===== src/cfs_pkg.sv =====
`timescale 1ns / 1ps
// Shared package of the CRC-checked frame synchroniser: controller states,
// command and status structures, CRC-16 constants and the byte-wise CRC step.
// Depends on nothing; cfs_ctrl, cfs_datapath, the top level and the testbench use it.
package cfs_pkg;

    localparam int PACKET_BYTES_DEF = 46;

    localparam logic [15:0] CRC_INIT = 16'hFFFF;
    localparam logic [15:0] CRC_POLY = 16'h1021;

    typedef enum logic [2:0] {
        S_IDLE,
        S_CRC_RD,
        S_CRC_ACC,
        S_CHECK,
        S_EMIT_RD,
        S_EMIT_LOAD
    } t_state;

    // Commands from the controller to the datapath.
    typedef struct packed {
        logic accept_byte;
        logic flush;
        logic idx_clear;
        logic idx_inc;
        logic crc_init;
        logic crc_acc;
        logic check_pass;
        logic check_fail;
        logic out_load;
    } t_cmd;

    // Status from the datapath back to the controller.
    typedef struct packed {
        logic fill_last;
        logic idx_last;
        logic idx_pay_last;
        logic crc_match;
        logic out_free;
    } t_status;

    // One byte of CRC-16/CCITT-FALSE, MSB first.
    function automatic logic [15:0] crc_byte(input logic [15:0] crc_in,
                                             input logic [7:0]  data);
        logic [15:0] c;
        c = crc_in ^ {data, 8'h00};
        for (int b = 0; b < 8; b++) begin
            if (c[15]) begin
                c = {c[14:0], 1'b0} ^ CRC_POLY;
            end else begin
                c = {c[14:0], 1'b0};
            end
        end
        return c;
    endfunction

endpackage


===== src/cfs_ram.sv =====
`timescale 1ns / 1ps
// Generic single-write, single-read RAM with a registered read port.
// Depends on nothing.
module cfs_ram #(
    parameter int WIDTH = 8,
    parameter int DEPTH = 46
) (
    input  logic                     i_clk,
    input  logic                     i_wr_en,
    input  logic [$clog2(DEPTH)-1:0] i_wr_addr,
    input  logic [WIDTH-1:0]         i_wr_data,
    input  logic [$clog2(DEPTH)-1:0] i_rd_addr,
    output logic [WIDTH-1:0]         o_rd_data
);

    logic [WIDTH-1:0] r_mem [DEPTH];
    logic [WIDTH-1:0] r_rd_data;

    always_ff @(posedge i_clk) begin
        if (i_wr_en) begin
            r_mem[i_wr_addr] <= i_wr_data;
        end
        r_rd_data <= r_mem[i_rd_addr];
    end

    assign o_rd_data = r_rd_data;

endmodule


===== src/cfs_ctrl.sv =====
`timescale 1ns / 1ps
// Controller of the frame synchroniser: sequences byte intake, the CRC pass,
// the check and payload emission. Depends on cfs_pkg.
module cfs_ctrl (
    input  logic              i_clk,
    input  logic              i_rst_n,
    input  logic              i_in_valid,
    input  logic              i_in_mode,
    input  cfs_pkg::t_status  i_status,
    output logic              o_in_ready,
    output cfs_pkg::t_cmd     o_cmd
);
    import cfs_pkg::*;

    t_state r_state;
    t_state n_state;

    always_ff @(posedge i_clk) begin
        if (!i_rst_n) begin
            r_state <= S_IDLE;
        end else begin
            r_state <= n_state;
        end
    end

    always_comb begin
        n_state = r_state;
        case (r_state)
            S_IDLE: begin
                if (i_in_valid && !i_in_mode && i_status.fill_last) begin
                    n_state = S_CRC_RD;
                end
            end
            S_CRC_RD: begin
                n_state = S_CRC_ACC;
            end
            S_CRC_ACC: begin
                n_state = i_status.idx_last ? S_CHECK : S_CRC_RD;
            end
            S_CHECK: begin
                n_state = i_status.crc_match ? S_EMIT_RD : S_IDLE;
            end
            S_EMIT_RD: begin
                n_state = S_EMIT_LOAD;
            end
            S_EMIT_LOAD: begin
                if (i_status.out_free) begin
                    n_state = i_status.idx_pay_last ? S_IDLE : S_EMIT_RD;
                end
            end
            default: begin
                n_state = S_IDLE;
            end
        endcase
    end

    always_comb begin
        o_cmd      = '0;
        o_in_ready = 1'b0;
        case (r_state)
            S_IDLE: begin
                o_in_ready = 1'b1;
                if (i_in_valid) begin
                    if (i_in_mode) begin
                        o_cmd.flush = 1'b1;
                    end else begin
                        o_cmd.accept_byte = 1'b1;
                        if (i_status.fill_last) begin
                            o_cmd.idx_clear = 1'b1;
                            o_cmd.crc_init  = 1'b1;
                        end
                    end
                end
            end
            S_CRC_RD: begin
            end
            S_CRC_ACC: begin
                o_cmd.crc_acc = 1'b1;
                o_cmd.idx_inc = !i_status.idx_last;
            end
            S_CHECK: begin
                if (i_status.crc_match) begin
                    o_cmd.check_pass = 1'b1;
                    o_cmd.idx_clear  = 1'b1;
                end else begin
                    o_cmd.check_fail = 1'b1;
                end
            end
            S_EMIT_RD: begin
            end
            S_EMIT_LOAD: begin
                if (i_status.out_free) begin
                    o_cmd.out_load = 1'b1;
                    o_cmd.idx_inc  = 1'b1;
                end
            end
            default: begin
            end
        endcase
    end

endmodule


===== src/cfs_datapath.sv =====
`timescale 1ns / 1ps
// Datapath of the frame synchroniser: circular byte window in RAM, CRC
// accumulator, failure counter and output register. Depends on cfs_pkg, cfs_ram.
module cfs_datapath #(
    parameter int PACKET_BYTES = cfs_pkg::PACKET_BYTES_DEF
) (
    input  logic              i_clk,
    input  logic              i_rst_n,
    input  cfs_pkg::t_cmd     i_cmd,
    input  logic [7:0]        i_rx_byte,
    input  logic              i_out_ready,
    output cfs_pkg::t_status  o_status,
    output logic              o_out_valid,
    output logic [7:0]        o_out_byte,
    output logic              o_out_last,
    output logic [31:0]       o_out_fail
);
    import cfs_pkg::*;

    localparam int AW = $clog2(PACKET_BYTES);
    localparam logic [AW:0]   DEPTH_W      = (AW+1)'(PACKET_BYTES);
    localparam logic [AW-1:0] IDX_LAST     = AW'(PACKET_BYTES - 1);
    localparam logic [AW-1:0] IDX_CRC_LO   = AW'(PACKET_BYTES - 2);
    localparam logic [AW-1:0] IDX_PAY_LAST = AW'(PACKET_BYTES - 3);
    localparam logic [AW-1:0] ONE          = AW'(1);

    // Addition modulo the window depth; both operands are below the depth.
    function automatic logic [AW-1:0] wrap_add(input logic [AW-1:0] a,
                                               input logic [AW-1:0] b);
        logic [AW:0] s;
        s = {1'b0, a} + {1'b0, b};
        if (s >= DEPTH_W) begin
            s = s - DEPTH_W;
        end
        return s[AW-1:0];
    endfunction

    logic [AW-1:0] r_head;
    logic [AW-1:0] r_fill;
    logic [AW-1:0] r_idx;
    logic [15:0]   r_crc;
    logic [7:0]    r_crc_lo;
    logic [7:0]    r_crc_hi;
    logic [31:0]   r_fail;
    logic          r_out_valid;
    logic [7:0]    r_out_byte;
    logic          r_out_last;
    logic [31:0]   r_out_fail;

    logic [AW-1:0] wr_addr;
    logic [AW-1:0] rd_addr;
    logic [7:0]    rd_data;
    logic          out_free;

    assign wr_addr  = wrap_add(r_head, r_fill);
    assign rd_addr  = wrap_add(r_head, r_idx);
    assign out_free = !r_out_valid || i_out_ready;

    cfs_ram #(
        .WIDTH (8),
        .DEPTH (PACKET_BYTES)
    ) u_window (
        .i_clk     (i_clk),
        .i_wr_en   (i_cmd.accept_byte),
        .i_wr_addr (wr_addr),
        .i_wr_data (i_rx_byte),
        .i_rd_addr (rd_addr),
        .o_rd_data (rd_data)
    );

    // Window bookkeeping and failure count.
    always_ff @(posedge i_clk) begin
        if (!i_rst_n) begin
            r_head <= '0;
            r_fill <= '0;
            r_fail <= '0;
        end else begin
            if (i_cmd.flush || i_cmd.check_pass) begin
                r_fill <= '0;
            end else if (i_cmd.check_fail) begin
                r_head <= wrap_add(r_head, ONE);
                r_fill <= IDX_LAST;
                if (r_fail != '1) begin
                    r_fail <= r_fail + 32'd1;
                end
            end else if (i_cmd.accept_byte && (r_fill != IDX_LAST)) begin
                r_fill <= r_fill + ONE;
            end
        end
    end

    // Read index and CRC accumulation.
    always_ff @(posedge i_clk) begin
        if (!i_rst_n) begin
            r_idx <= '0;
        end else if (i_cmd.idx_clear) begin
            r_idx <= '0;
        end else if (i_cmd.idx_inc) begin
            r_idx <= r_idx + ONE;
        end
    end

    always_ff @(posedge i_clk) begin
        if (i_cmd.crc_init) begin
            r_crc <= CRC_INIT;
        end else if (i_cmd.crc_acc) begin
            if (r_idx < IDX_CRC_LO) begin
                r_crc <= crc_byte(r_crc, rd_data);
            end else if (r_idx == IDX_CRC_LO) begin
                r_crc_lo <= rd_data;
            end else begin
                r_crc_hi <= rd_data;
            end
        end
    end

    // Output register.
    always_ff @(posedge i_clk) begin
        if (!i_rst_n) begin
            r_out_valid <= 1'b0;
        end else if (i_cmd.out_load) begin
            r_out_valid <= 1'b1;
        end else if (i_out_ready) begin
            r_out_valid <= 1'b0;
        end
    end

    always_ff @(posedge i_clk) begin
        if (i_cmd.out_load) begin
            r_out_byte <= rd_data;
            r_out_last <= (r_idx == IDX_PAY_LAST);
            r_out_fail <= r_fail;
        end
    end

    assign o_status.fill_last    = (r_fill == IDX_LAST);
    assign o_status.idx_last     = (r_idx == IDX_LAST);
    assign o_status.idx_pay_last = (r_idx == IDX_PAY_LAST);
    assign o_status.crc_match    = (r_crc == {r_crc_hi, r_crc_lo});
    assign o_status.out_free     = out_free;

    assign o_out_valid = r_out_valid;
    assign o_out_byte  = r_out_byte;
    assign o_out_last  = r_out_last;
    assign o_out_fail  = r_out_fail;

endmodule


===== src/crc_checked_frame_sync.sv =====
`timescale 1ns / 1ps
// Top level of the CRC-checked frame synchroniser, built from cfs_ctrl and cfs_datapath.
// A request that fills the window is followed by a CRC pass (states CRC_RD and CRC_ACC
// for every window byte) and a check; a byte that does not fill the window is just stored.
// The input is held through the CRC pass, the check and emission; each payload byte takes
// an EMIT_RD and an EMIT_LOAD state, the load waiting on a busy sink (one RAM read port).
// Reset: synchronous, active low on i_rst_n; empties the window and zeroes the fail count.
module crc_checked_frame_sync #(
    parameter int PACKET_BYTES = cfs_pkg::PACKET_BYTES_DEF
) (
    input  logic        i_clk,
    input  logic        i_rst_n,
    // Input request stream.
    input  logic        s_axis_tvalid,
    output logic        s_axis_tready,
    input  logic [7:0]  s_axis_tdata,   // [7:0] rx_byte
    input  logic        s_axis_tuser,   // [0] mode: 1 flushes the partial window
    // Result stream.
    output logic        m_axis_tvalid,
    input  logic        m_axis_tready,
    output logic [39:0] m_axis_tdata,   // [7:0] payload_byte, [39:8] crc_fail_count
    output logic        m_axis_tlast    // last_byte
);
    import cfs_pkg::*;

    // The controller steps through intake, the CRC pass over the window, the
    // comparison with the two trailing CRC bytes and payload emission. The
    // window is a circular buffer, so dropping the oldest byte after a failed
    // check is just a move of the head pointer.
    t_cmd    cmd;
    t_status status;

    logic [7:0]  out_byte;
    logic [31:0] out_fail;

    cfs_ctrl u_ctrl (
        .i_clk      (i_clk),
        .i_rst_n    (i_rst_n),
        .i_in_valid (s_axis_tvalid),
        .i_in_mode  (s_axis_tuser),
        .i_status   (status),
        .o_in_ready (s_axis_tready),
        .o_cmd      (cmd)
    );

    // The datapath holds the window, the CRC accumulator, the saturating
    // failure counter and the output register. A finished result can wait in
    // the output register while the next request is already being taken.
    cfs_datapath #(
        .PACKET_BYTES (PACKET_BYTES)
    ) u_datapath (
        .i_clk       (i_clk),
        .i_rst_n     (i_rst_n),
        .i_cmd       (cmd),
        .i_rx_byte   (s_axis_tdata),
        .i_out_ready (m_axis_tready),
        .o_status    (status),
        .o_out_valid (m_axis_tvalid),
        .o_out_byte  (out_byte),
        .o_out_last  (m_axis_tlast),
        .o_out_fail  (out_fail)
    );

    // The failure count travels with each payload byte as it stood when the
    // packet passed its check.
    assign m_axis_tdata = {out_fail, out_byte};

endmodule


===== config.mk =====
export PLATFORM = sky130hd
export DESIGN_NAME = crc_checked_frame_sync
export DESIGN_NICKNAME = d
export VERILOG_FILES = /design/src/cfs_pkg.sv /design/src/cfs_ram.sv /design/src/cfs_ctrl.sv /design/src/cfs_datapath.sv /design/src/crc_checked_frame_sync.sv
export SDC_FILE = /design/constraint.sdc
export NUM_CORES = 1
export LEC_CHECK = 0
export BUFFER_PORTS_ARGS = -buffer_cell sky130_fd_sc_hd__buf_2
export CAP_MARGIN = 20
export CORE_ASPECT_RATIO = 1.4
export CORE_MARGIN = 10
export CORE_UTILIZATION = 60
export CTS_BUF_LIST = sky130_fd_sc_hd__clkbuf_4 sky130_fd_sc_hd__clkbuf_8
export CTS_CLUSTER_SIZE = 20
export DETAILED_ROUTE_END_ITERATION = 7
export GPL_TIMING_DRIVEN = 0
export PLACE_DENSITY = 0.8
export SLEW_MARGIN = 20
export SYNTH_ARGS = -nofsm -noshare
export SYNTH_HDL_FRONTEND = slang
export SYNTH_HIERARCHICAL = 1
export SYNTH_SLANG_ARGS = --single-unit

===== constraint.sdc =====
create_clock -name i_clk -period 6.96 [get_ports i_clk]
set_clock_uncertainty 0.05 [all_clocks]
set_input_delay 0.696 -clock i_clk [delete_from_list [all_inputs] [get_ports i_clk]]
set_output_delay 0.696 -clock i_clk [all_outputs]
set_load 0.05 [all_outputs]

---- After elaboration in Yosys (flattened, before gate mapping) ----
Memory sizes are Yosys's and may differ from the RTL's. A register that Yosys moved wholly into a read port is not among the register bits.
Cells that the tools add are included.
Widths: inputs -> output; s select.
word-level totals
  register bits ........................... 127
  bits in writable memories ............... 368
  bits of input ports ..................... 13
  output and inout bits ................... 43
  word-level logic and storage cells ...... 136
  memories kept ........................... 1
memory list
  memory                     depth  bits a word  read ports  clocked after Yosys merged registers in  write ports  RTL line       source
  u_datapath.u_window.r_mem  46     8            1           1                                        1            cfs_ram.sv:16  logic [WIDTH-1:0] r_mem [DEPTH];
operators by class
  add/sub/neg operators ................... 9
  magnitude comparators ................... 4
  equality and inequality tests ........... 14
  mux-type cells .......................... 61
  bitwise operators ....................... 14
  reduce and logical (&&, ||, !) cells .... 20
operators with widths
  cell                   number
  $mux 16                21
  $mux 13                8
  $add 32x1->32 const B  1
  $ne 32x32->1 const B   1
  $mux 6                 5
  $eq 6x6->1 const B     4
  $not 3->3              8
  $ge 7x6->1 const B     3
  $pmux 3 s6             1
  $sub 6x6->6 const B    3
  $eq 16x16->1           1
  $mux 1                 16
  $xor 16x16->16         1
  $mux 3                 5
  $add 6x6->7            2
  $add 6x1->6 const B    2
  $reduce_and 4->1       2
  $add 6x1->7 const B    1
  $eq 3x2->1 const B     2
  $eq 3x3->1 const B     2
  $lt 6x6->1 const B     1
  $mux 2                 3
  $ne 6x6->1 const B     1
  $reduce_and 2->1       3
  other kinds (12)       25

---- Longest topological paths before layout ----
Gate-level depths: netlist of run 1.
  depth after elaboration ................. 38
  gate-level depth with buffers ........... 17

---- Modules after synthesis ----
Netlist of run 1, hierarchy kept.
modules (own cells, without submodules)
  module        instances  cells an instance  area each (um^2)  seq. area each (um^2)
  cfs_ram       1          774                14,838.0          11,210.8
  cfs_datapath  1          586                6,113.4           3,052.9
  cfs_ctrl      1          33                 244.0             60.1

---- Least setup slack after synthesis of run 1 ----
No wires, ideal clock.
  path kind ............................... reg-to-reg
  from .................................... register u_datapath.r_head[0]
  to ...................................... memory u_datapath.u_window.r_mem[16][0], enable pin
  library setup time ...................... 0.383 ns
  data arrival time ....................... 3.471 ns
  path slack .............................. 3.056 ns
  cell stages (with the launch flop) ...... 12
  path buffers ............................ 0
  cells stage by stage .................... dfxtp_1 > ha_1 > fa_1 > a21o_1 > a21oi_1 > xnor2_1 > o21ai_0 > a21oi_1 > xnor2_1 > nor2b_1 > or3b_2 > nor3_1
on the way
  word-level cells in the longest chain between the ends .. 3
  elaborated cells on any way between the ends .. 4
RTL lines
  item                                       RTL line                                source
  start: declaration                         cfs_datapath.sv:38                      logic [AW-1:0] r_head;
  start signal: assignment                   cfs_datapath.sv:81                      r_head <= wrap_add(r_head, ONE);
  $add 6x6->7 *                              cfs_datapath.sv:31                      s = {1'b0, a} + {1'b0, b};
  $sub 6x6->6 or $ge 7x6->1 (tied branches)  cfs_datapath.sv:33, cfs_datapath.sv:32
  $mux 6 *                                   cfs_datapath.sv:32                      if (s >= DEPTH_W) begin
  net u_datapath.wr_addr[1]                  cfs_datapath.sv:50                      logic [AW-1:0] wr_addr;
  end: declaration                           cfs_ram.sv:16
Mark *: on every way through the listed nets, which the timed path passes. The rest lies on a longest branch.

---- Final worst setup path of run 1 ----
  from .................................... register u_datapath.r_head[0]
  to ...................................... register u_datapath.u_window.r_rd_data[3] (netlist: u_datapath/u_window/o_rd_data[3]), read port of u_datapath.u_window.r_mem
on the way
  word-level cells in the longest chain between the ends .. 3
  elaborated cells on any way between the ends .. 4
RTL lines
  item                                       RTL line                                source
  $add 6x6->7 *                              cfs_datapath.sv:31
  $sub 6x6->6 or $ge 7x6->1 (tied branches)  cfs_datapath.sv:33, cfs_datapath.sv:32
  $mux 6 *                                   cfs_datapath.sv:32
  net u_datapath.rd_addr[2]                  cfs_datapath.sv:51                      logic [AW-1:0] rd_addr;
  end: declaration                           cfs_ram.sv:17                           logic [WIDTH-1:0] r_rd_data;
Marks and branches as above.
A chain may end at the register's enable or synchronous reset.

==> results of run 1 <==
==> cell usage after synthesis (13+ instances only) <==
library cell / instances / area [um^2]
a211o_1: 16 / 140
a21oi_1: 53 / 265
a221oi_1: 16 / 140
a22o_1: 17 / 149
a22oi_1: 33 / 248
buf_6: 16 / 180
clkbuf_1: 28 / 105
dfxtp_1: 78 / 1560
edfxtp_1: 425 / 12800
ha_1: 23 / 288
inv_1: 29 / 109
mux2i_1: 134 / 1340
mux4_2: 23 / 518
nand2_1: 47 / 176
nand3_1: 24 / 120
nand4_1: 18 / 113
nor2_1: 100 / 375
nor3_1: 13 / 65.1
o21ai_0: 33 / 165
or3_1: 24 / 150
xnor2_1: 61 / 534
xor2_1: 18 / 158
==> where the power goes <==
| part | total, W | internal (W) | switching [W] |
|---|---|---|---|
| registers | 0.00331 | 0.00329 | 0.0000249 |
| clock network | 0.00242 | 0.00136 | 0.00107 |
| logic | 0.000216 | 0.0000810 | 0.000135 |
==> cells in the final DEF, fill, tap and decap left out, types with 7 or more instances in the layout <==
| master | instances |
|---|---|
| a211o_1 | 16 |
| a21o_1 | 8 |
| a21oi_1 | 53 |
| a221oi_1 | 16 |
| a22o_1 | 17 |
| a22oi_1 | 33 |
| and4_1 | 7 |
| buf_2 | 65 |
| buf_4 | 9 |
| buf_6 | 16 |
| clkbuf_1 | 28 |
| clkbuf_4 | 21 |
| clkbuf_8 | 83 |
| clkinv_1 | 18 |
| dfxtp_1 | 78 |
| edfxtp_1 | 425 |
| ha_1 | 23 |
| inv_1 | 29 |
| mux2_2 | 10 |
| mux2i_1 | 134 |
| mux4_1 | 9 |
| mux4_2 | 23 |
| nand2_1 | 47 |
| nand2b_1 | 11 |
| nand3_1 | 24 |
| nand4_1 | 18 |
| nor2_1 | 100 |
| nor2b_1 | 11 |
| nor3_1 | 8 |
| o21ai_0 | 33 |
| o22ai_1 | 9 |
| o41ai_2 | 10 |
| or3_1 | 24 |
| xnor2_1 | 61 |
| xor2_1 | 18 |
==> state kept, by name, summed over array words and instances, names as in the netlist <==
register                       count
u_datapath/o_out_valid             1
u_datapath/r_fill                  6
u_datapath/r_idx                   6
u_datapath/r_head                  6
u_datapath/u_window/o_rd_data      8
u_datapath/r_crc_hi                8
u_datapath/r_fail                 32
u_datapath/u_window/r_mem        368
u_datapath/r_crc_lo                8
u_ctrl/r_state                     3
u_datapath/o_out_last              1
u_datapath/o_out_byte              8
u_datapath/o_out_fail             32
u_datapath/r_crc                  16
==> layout make-up <==
cell class | count | area [um^2]
flip-flops and latches | 503 | 14300
fillers | 2346 | 11300
multi-input cells | 793 | 6360
clock buffers | 104 | 1300
well taps | 456 | 571
plain buffers | 67 | 429
repair buffers | 57 | 300
clock inverters | 30 | 244
inverters | 30 | 113
diodes | 1 | 2.50
==> stage by stage <==
stage,power (W),util (%)
floorplan,0.00350,-
global placement,0.00358,63.0
detailed placement,0.00359,63.2
CTS,0.00600,67.6
global route,0.00616,67.6
finish,0.00595,67.6
==> worst paths after layout <==
check	to	slack (ns)	start
hold / removal	u_datapath/o_out_valid$_SDFFE_PN0P_	0.31	m_axis_tready
setup / recovery	u_datapath/u_window/o_rd_data[3]$_DFF_P_	2.10	u_datapath/r_head[0]$_SDFFE_PN0P_
hold reg to reg	u_datapath/o_out_fail[17]$_DFFE_PP_	0.43	u_datapath/r_fail[17]$_SDFFE_PN0P_
setup reg to reg	u_datapath/u_window/o_rd_data[3]$_DFF_P_	2.10	u_datapath/r_head[0]$_SDFFE_PN0P_
==> logic make-up after synthesis <==
kind of cell | synth area share (%)
multiplexers | 10.5
adder cells (fa/ha/maj) | 1.55
AND/OR/NAND/NOR | 6.97
buffers and inverters | 2.56
flip-flops | 67.6
XOR/XNOR | 3.26
AO/OA/AOI/OAI | 7.61
==> worst max-delay path, stage by stage (launching register included) <==
cell,delay (ns)
dfxtp_1,0.43
ha_1,0.30
fa_1,0.41
a21o_1,0.17
a21oi_1,0.22
xnor2_1,0.23
o21ai_0,0.16
a21oi_1,0.24
mux2_2,0.39
buf_2,0.22
nor2b_1,0.51
clkbuf_1,0.45
a221oi_1,0.25
o22ai_1,0.48
o41ai_2,0.18
==> per-layer routing <==
metal  share of wire [%]  wire (um)  vias up  track usage [%]
li1                    -          -     5669                -
met1                  38      16900     6117             24.5
met2                  53      23400      389             35.8
met3                 5.6       2480       92             3.79
met4                 3.4       1500        0             9.07
met5                   0          0        -                0
==> summary.txt, run 1 <==
Avg Cell Area, Syn: 15.2 um^2
vias: 12300
largest net degree at the start of global routing: 47
Nets: 1564
Most used DFF post-synth: edfxtp_1
Clk Latency, worst-skew pair: 0.64 ns
r2r worst-path depth: 14
period utilization: 69.8%
die area: 0.0433 mm^2
CTS buffer count: 74
design area: 0.0236 mm^2
CORE AREA: 0.0350 mm^2
Hold-fix buffers, CTS: 0
Pleak: 7.84 nW
RSZ-0062 raised after global routing: false
fraction of layout cells with a size suffix above 1: 17.4%
WL/cell: 21.7 um
DR vias/cell: 6.01
Final min period: 4.86 ns
GPL Wtd Cong: 0.924
hpwl dp: 29900 um
Critical Path Start Type: flop
DRT iter0 DRCs: 889
Remaining DRCs: 0
CP arrival: 5.29 ns
post-CTS setup repair buffer count: 0
dpl cell area: 0.0221 mm^2
final hold vios: 0
FP Rows: 81
ys async rst share: 0%
clk buf depth: 3
number of synthesized flops with an enable pin: 425
Place WS: 2.22 ns
Post-Route WL: 44300 um
Cell Area, Synth: 0.0212 mm^2
YS warnings: 6
CTS Sinks: 503
initial antenna violation count: 1
CTS root buf: clkbuf_8
gr ovfl total: 0
Die H: 242 um
Worst Path Max Fanout: 10
hold slack: 0.311 ns
first-pass GRT wire length: 69200 um
run status: completed
sequential cell area fraction in the yosys report: 67.6%
post-CTS sizing: 0
cell count after placement: 1906
FF+latch count, synth: 503
Cells after Synth: 1393
die width: 179 um
HP Class: in2reg
Syn-to-layout area delta: 11.6%
Final ANT Viol Nets: 0
synth unique cells: 70
H-tree depth: 3
Synthesized Nets: 1431
# port buffers: 55
MaxCap Viol Count: 0
Cell Pwr Density: 252 mW/mm^2
DR pass1 iterations: 5
Top Ports: 56
CP Class: reg2reg
final worst slack: 2.10 ns
post-route insts no fill: 2041
number of global-route vias before repair: 12400
max-slew violations: 0
total track usage: 20.7%
CTS tree: done
Final setup viols: 0
Peak Freq: 0.206 GHz
worst vdd ir: 0.000174 V
clock-pin slew on the worst setup and hold paths: 0.06 ns
relative slew slack: 36.3%
worst path required time: 7.39 ns
Worst-Margin Slew: 0.951 ns
WHS Path Cells: 3
CP endpoint kind: flop
starting density of the core: 60.6%
final setup TNS: 0 ns
Power figures use the tool's default switching activity.
==> run 2: changes to the inputs <==
--- a/config.mk
+++ b/config.mk
@@ -5,6 +5,7 @@
 export SDC_FILE = /design/constraint.sdc
 export NUM_CORES = 1
 export LEC_CHECK = 0
+export ABC_AREA = 1
 export BUFFER_PORTS_ARGS = -buffer_cell sky130_fd_sc_hd__buf_2
 export CAP_MARGIN = 20
 export CORE_ASPECT_RATIO = 1.4
==> constraint.sdc (replaced) <==
create_clock -name i_clk -period 4.8 [get_ports i_clk]
set_clock_uncertainty 0.05 [all_clocks]
set_input_delay 0.48 -clock i_clk [delete_from_list [all_inputs] [get_ports i_clk]]
set_output_delay 0.48 -clock i_clk [all_outputs]
set_load 0.05 [all_outputs]
==> summary.txt, run 2 <==
CP endpoint kind: flop
worst path required time: 5.30 ns
ys async rst share: 0%
CP peak stage delay: 0.40 ns
final core utilization: 67.6%
period utilization: 87.9%
run status: completed
design area: 0.0243 mm^2
Critical Path Start Type: flop
Die H: 246 um
WHS Path Cells: 4
Final min period: 4.22 ns
Final setup viols: 0
Top Ports: 56
FILL cells: 2578
post-CTS setup repair buffer count: 0
relative slew slack: 30.7%
gr ovfl total: 0
area of the multi-input gates: 0.00665 mm^2
fraction of layout cells with a size suffix above 1: 12.2%
max-slew violations: 0
Hold-fix buffers, CTS: 0
YS warnings: 6
Peak Freq: 0.237 GHz
dpl cell area: 0.0228 mm^2
top cell type by total area after synthesis: edfxtp_1
post-CTS sizing: 0
Avg Cell Area, Syn: 10.4 um^2
DR pass1 iterations: 6
H-tree depth: 3
CTS tree: done
HP Class: in2reg
final setup TNS: 0 ns
CTS buffer count: 74
diodes inserted: 0
vias: 16200
RSZ-0062 raised after global routing: false
CP arrival: 4.72 ns
FF+latch count, synth: 503
total track usage: 23.8%
initial antenna violation count: 0
R2R Setup Slk: 0.58 ns
Biggest register: u_datapath/u_window/r_mem
starting density of the core: 61.1%
most frequent cell after synthesis: nand2_1
DR vias/cell: 5.84
Reg2Reg Launch Point: u_datapath/r_head[0]$_SDFFE_PN0P_
first-pass GRT wire length: 83700 um
Area contributors post-synth: edfxtp_1, nand2_1, dfxtp_1
max reg flops: 368
GPL Wtd Cong: 0.963
DRT iter0 DRCs: 1740
Most used DFF post-synth: edfxtp_1
Hold Path End: u_datapath/o_out_valid$_SDFFE_PN0P_
Cell Pwr Density: 350 mW/mm^2
r2r worst-path depth: 21
Clk Latency, worst-skew pair: 0.65 ns
Pleak: 9.10 nW
Worst Path Max Fanout: 10
# port buffers: 55
WL/cell: 19.6 um
Worst-Margin Slew: 1.04 ns
hold_sp: m_axis_tready
Reg area: 0.0143 mm^2
most frequent cells after synthesis: nand2_1, edfxtp_1, nand3_1
clk buf depth: 3
Post-Route WL: 54200 um
FP Rows: 82
crit-path leading delay family: simple AND/OR/NAND/NOR gates
most frequent cells in the layout: nand2_1, edfxtp_1, nand3_1, nor2_1, inv_1
FF-to-FF End: u_datapath/u_window/o_rd_data[2]$_DFF_P_
Nets: 2289
CP Class: reg2reg
worst vdd ir: 0.000307 V
number of global-route vias before repair: 15800
most frequent cell on the critical path: nand2_1
Final ANT Viol Nets: 0
hpwl dp: 36800 um
final hold vios: 0
Cell Area, Synth: 0.0219 mm^2
CP max stage cell: dfxtp_1
top-area cell type share of the netlist area: 58.2%
die area: 0.0447 mm^2
largest net degree at the start of global routing: 47
die width: 182 um
CTS root buf: clkbuf_8
MaxCap Viol Count: 0
CTS Sinks: 503
clock-pin slew on the worst setup and hold paths: 0.06 ns
Syn-to-layout area delta: 10.8%
Cells after Synth: 2118
CORE AREA: 0.0359 mm^2
Remaining DRCs: 0
synth unique cells: 40
sequential cell area fraction in the yosys report: 65.3%
CP cell instances: ha_1, fa_1, xnor2_1, inv_1, ha_1, inv_1, o21ai_0, nand2_1, nand3_1, nand2_1, nand2_1, clkbuf_1, inv_1, buf_2, buf_2, nand3_1, nand2_1, nand2_1, nand3_1, nand3_1, nand2_1
WP buf/inv: 6
commonest non-fill, non-tap cell in the layout: nand2_1
Synthesized Nets: 2156
number of synthesized flops with an enable pin: 425
-- run 2: layer usage --
layer	GRT usage, %	wire (um)	up-vias
li1	-	-	7516
met1	27.2	19700	7653
met2	41.4	27400	821
met3	4.30	4370	190
met4	13.5	2750	0
met5	0	0	-
-- run 2: per-stage QoR --
stage	worst slack (ns)	instances	total power (W)	hold WS (ns)
after detailed placement	0.735	2637	0.00519	0.404
after CTS	0.721	2771	0.00856	0.0770
after global placement	0.820	2635	0.00518	0.393
after global routing	0.393	2771	0.00879	0.124
after floorplan	1.60	2118	0.00508	0.380
final	0.583	2771	0.00851	0.0952
-- run 2: area by class of cell --
type | count | area share (%)
clock inverter | 33 | 0.804
tap | 462 | 2.38
buffer | 92 | 1.81
clock buffer | 101 | 5.26
timing repair buffer | 57 | 1.24
inverter | 139 | 2.15
multi-input combinational | 1384 | 27.4
sequential | 503 | 59.0
-- run 2: cells by family after synthesis --
logic type,synth area share (%)
adder cells (fa/ha/maj),1.50
AND/OR/NAND/NOR,22.4
flip-flops,65.3
XOR/XNOR,2.56
buffers and inverters,4.39
AO/OA/AOI/OAI,3.81
-- run 2: worst min-delay path, delay by kind of cell --
family / cells / cell delay, ns
compound gates: 1 / 0.07
buf+inv: 2 / 0.11
simple gates: 1 / 0.08
-- run 2: worst max-delay path by stage --
stage,cells past startpoint,to,start,slack [ns]
4_1_cts,21,u_datapath/u_window/o_rd_data[3]$_DFF_P_,u_datapath/r_head[0]$_SDFFE_PN0P_,0.72
2_1_floorplan,15,u_datapath/u_window/r_mem[14][0]$_DFFE_PP_,u_datapath/r_head[0]$_SDFFE_PN0P_,1.60
5_1_grt,21,u_datapath/u_window/o_rd_data[0]$_DFF_P_,u_datapath/r_head[0]$_SDFFE_PN0P_,0.39
6_report,21,u_datapath/u_window/o_rd_data[2]$_DFF_P_,u_datapath/r_head[0]$_SDFFE_PN0P_,0.58
3_5_place_dp,21,u_datapath/u_window/o_rd_data[3]$_DFF_P_,u_datapath/r_head[0]$_SDFFE_PN0P_,0.73
3_3_place_gp,21,u_datapath/u_window/o_rd_data[3]$_DFF_P_,u_datapath/r_head[0]$_SDFFE_PN0P_,0.82
-- run 2: power breakdown --
group / internal, W / switching, W / total, W
combinational: 0.000101 / 0.000188 / 0.000289
sequential: 0.00477 / 0.0000467 / 0.00482
clock: 0.00179 / 0.00161 / 0.00340
total: 0.00667 / 0.00185 / 0.00851
==> run 3: changes to the inputs <==
--- a/config.mk
+++ b/config.mk
@@ -10,12 +10,11 @@
 export CAP_MARGIN = 20
 export CORE_ASPECT_RATIO = 1.4
 export CORE_MARGIN = 10
-export CORE_UTILIZATION = 60
-export CTS_BUF_LIST = sky130_fd_sc_hd__clkbuf_4 sky130_fd_sc_hd__clkbuf_8
+export CORE_UTILIZATION = 31
 export CTS_CLUSTER_SIZE = 20
 export DETAILED_ROUTE_END_ITERATION = 7
 export GPL_TIMING_DRIVEN = 0
-export PLACE_DENSITY = 0.8
+export PLACE_DENSITY = 0.48
 export SLEW_MARGIN = 20
 export SYNTH_ARGS = -nofsm -noshare
 export SYNTH_HDL_FRONTEND = slang
==> summary.txt, run 3 (synthesis gave the netlist of run 2 again) <==
run status: completed
FP Rows: 115
max reg flops: 368
DR vias/cell: 4.78
Remaining DRCs: 0
Final ANT Viol Nets: 0
DR WL met3: 2630 um
FF-to-FF End: u_datapath/u_window/o_rd_data[3]$_DFF_P_
vias: 15300
critical path launch point: u_datapath/r_head[0]$_SDFFE_PN0P_
Final min period: 4.41 ns
period utilization: 91.8%
R2R Setup Slk: 0.39 ns
design area: 0.0251 mm^2
clk buf depth: 3
Pleak: 9.11 nW
RSZ-0062 raised after global routing: false
met2 WL: 33000 um
Worst Path Max Fanout: 10
CP arrival: 4.83 ns
CTS root buf: clkbuf_16
Die H: 335 um
number of global-route vias before repair: 15300
CTS buffer count: 52
total track usage: 14.8%
final worst slack: 0.392 ns
Top Ports: 56
Place WS: 0.471 ns
CTS Sinks: 503
DR pass1 iterations: 5
relative slew slack: 27.0%
Biggest register: u_datapath/u_window/r_mem
Final setup viols: 0
most frequent cells in the layout: nand2_1, edfxtp_1, nand3_1, nor2_1, inv_1
worst path required time: 5.23 ns
commonest non-fill, non-tap cell in the layout: nand2_1
worst vdd ir: 0.000296 V
GPL Wtd Cong: 0.874
hpwl dp: 42800 um
Reg2Reg Launch Point: u_datapath/r_head[0]$_SDFFE_PN0P_
die area: 0.0819 mm^2
starting density of the core: 31.2%
WL/cell: 19.2 um
MaxCap Viol Count: 0
clock-pin slew on the worst setup and hold paths: 0.06 ns
DRT iter0 DRCs: 1086
gr ovfl total: 0
# port buffers: 55
diodes inserted: 0
dpl cell area: 0.0234 mm^2
DR top layer: met4
post-CTS sizing: 0
Critical Path Start Type: flop
H-tree depth: 2
Peak Freq: 0.227 GHz
Post-Route WL: 61600 um
Hold-fix buffers, CTS: 0
post-CTS setup repair buffer count: 0
Worst-Margin Slew: 1.09 ns
initial antenna violation count: 0
largest net degree at the start of global routing: 47
fraction of layout cells with a size suffix above 1: 10.3%
Nets: 2268
Syn-to-layout area delta: 14.3%
WHS Path Cells: 4
routed length on met1: 23900 um
crit path capture: u_datapath/u_window/o_rd_data[3]$_DFF_P_
CTS tree: done
r2r worst-path depth: 21
die width: 245 um
final hold vios: 0
CP Class: reg2reg
CP endpoint kind: flop
max-slew violations: 0
first-pass GRT wire length: 92500 um
final setup TNS: 0 ns
HP Class: in2reg
Cell Pwr Density: 358 mW/mm^2
Clk Latency, worst-skew pair: 0.60 ns
hold slack: 0.135 ns
CORE AREA: 0.0702 mm^2
-- run 3: cell count changes in the layout (fill, tap and decap cells not counted), sizes merged --
| cell | before | now |
|---|---|---|
| clkbuf | 125 | 93 |
| clkinv | 26 | 18 |
| clkinvlp | 4 | 6 |
| inv | 141 | 139 |
| buf | 125 | 126 |
| bufinv | 1 | 2 |
-- run 3: worst max-delay path, cell delays in order (launching register included) --
cell and delay (ns):
dfxtp_1 0.40, ha_1 0.27, fa_1 0.41, xnor2_1 0.29, inv_1 0.11, ha_1 0.24, inv_1 0.06, o21ai_0 0.10
nand2_1 0.21, nand3_1 0.15, nand2_1 0.11, nand2_1 0.06, buf_2 0.18, inv_2 0.20, buf_1 0.54, nand3_1 0.16
nand3_1 0.10, nand2_1 0.16, nand2_1 0.10, nand3_1 0.11, nand3_1 0.17, nand2_1 0.10
-- run 3: cell type report --
type	instances	area, um^2
Tap cell	936	1170
Fill cell	7089	45200
Sequential cell	503	14300
Buffer	92	440
Multi-Input combinational cell	1384	6650
Clock buffer	69	1410
Timing Repair Buffer	58	330
Clock inverter	26	216
Inverter	139	522
-- run 3: where the power goes --
part	total, W	leakage (nW)	internal [W]	switching, W
Clock	0.00387	0.774	0.00217	0.00169
Combinational	0.000293	3.82	0.000103	0.000189
Sequential	0.00482	4.52	0.00477	0.0000467
-- run 3: worst min-delay path by stage --
stage / start / end / slack [ns]
after global routing: m_axis_tready / u_datapath/o_out_valid$_SDFFE_PN0P_ / 0.15
after CTS: m_axis_tready / u_datapath/o_out_valid$_SDFFE_PN0P_ / 0.1
after global placement: u_datapath/r_fail[3]$_SDFFE_PN0P_ / u_datapath/o_out_fail[3]$_DFFE_PP_ / 0.41
after detailed placement: u_datapath/r_fail[4]$_SDFFE_PN0P_ / u_datapath/o_out_fail[4]$_DFFE_PP_ / 0.40
final: m_axis_tready / u_datapath/o_out_valid$_SDFFE_PN0P_ / 0.14
after floorplan: u_datapath/r_fail[17]$_SDFFE_PN0P_ / u_datapath/o_out_fail[17]$_DFFE_PP_ / 0.38
-- run 3: through the flow --
step                      total power (W)  util (%)  cells
after floorplan                   0.00508         -   2118
after global placement            0.00520      33.3   3109
after detailed placement          0.00521      33.3   3111
after CTS                         0.00910      35.7   3206
after global routing              0.00930      35.7   3207
final                             0.00898      35.7   3207
-- run 3: metal layers --
metal  vias up  track usage, %
li1       7472               -
met1      7395            16.3
met2       355            27.9
met3       105            2.07
met4         0            5.60
met5         -               0
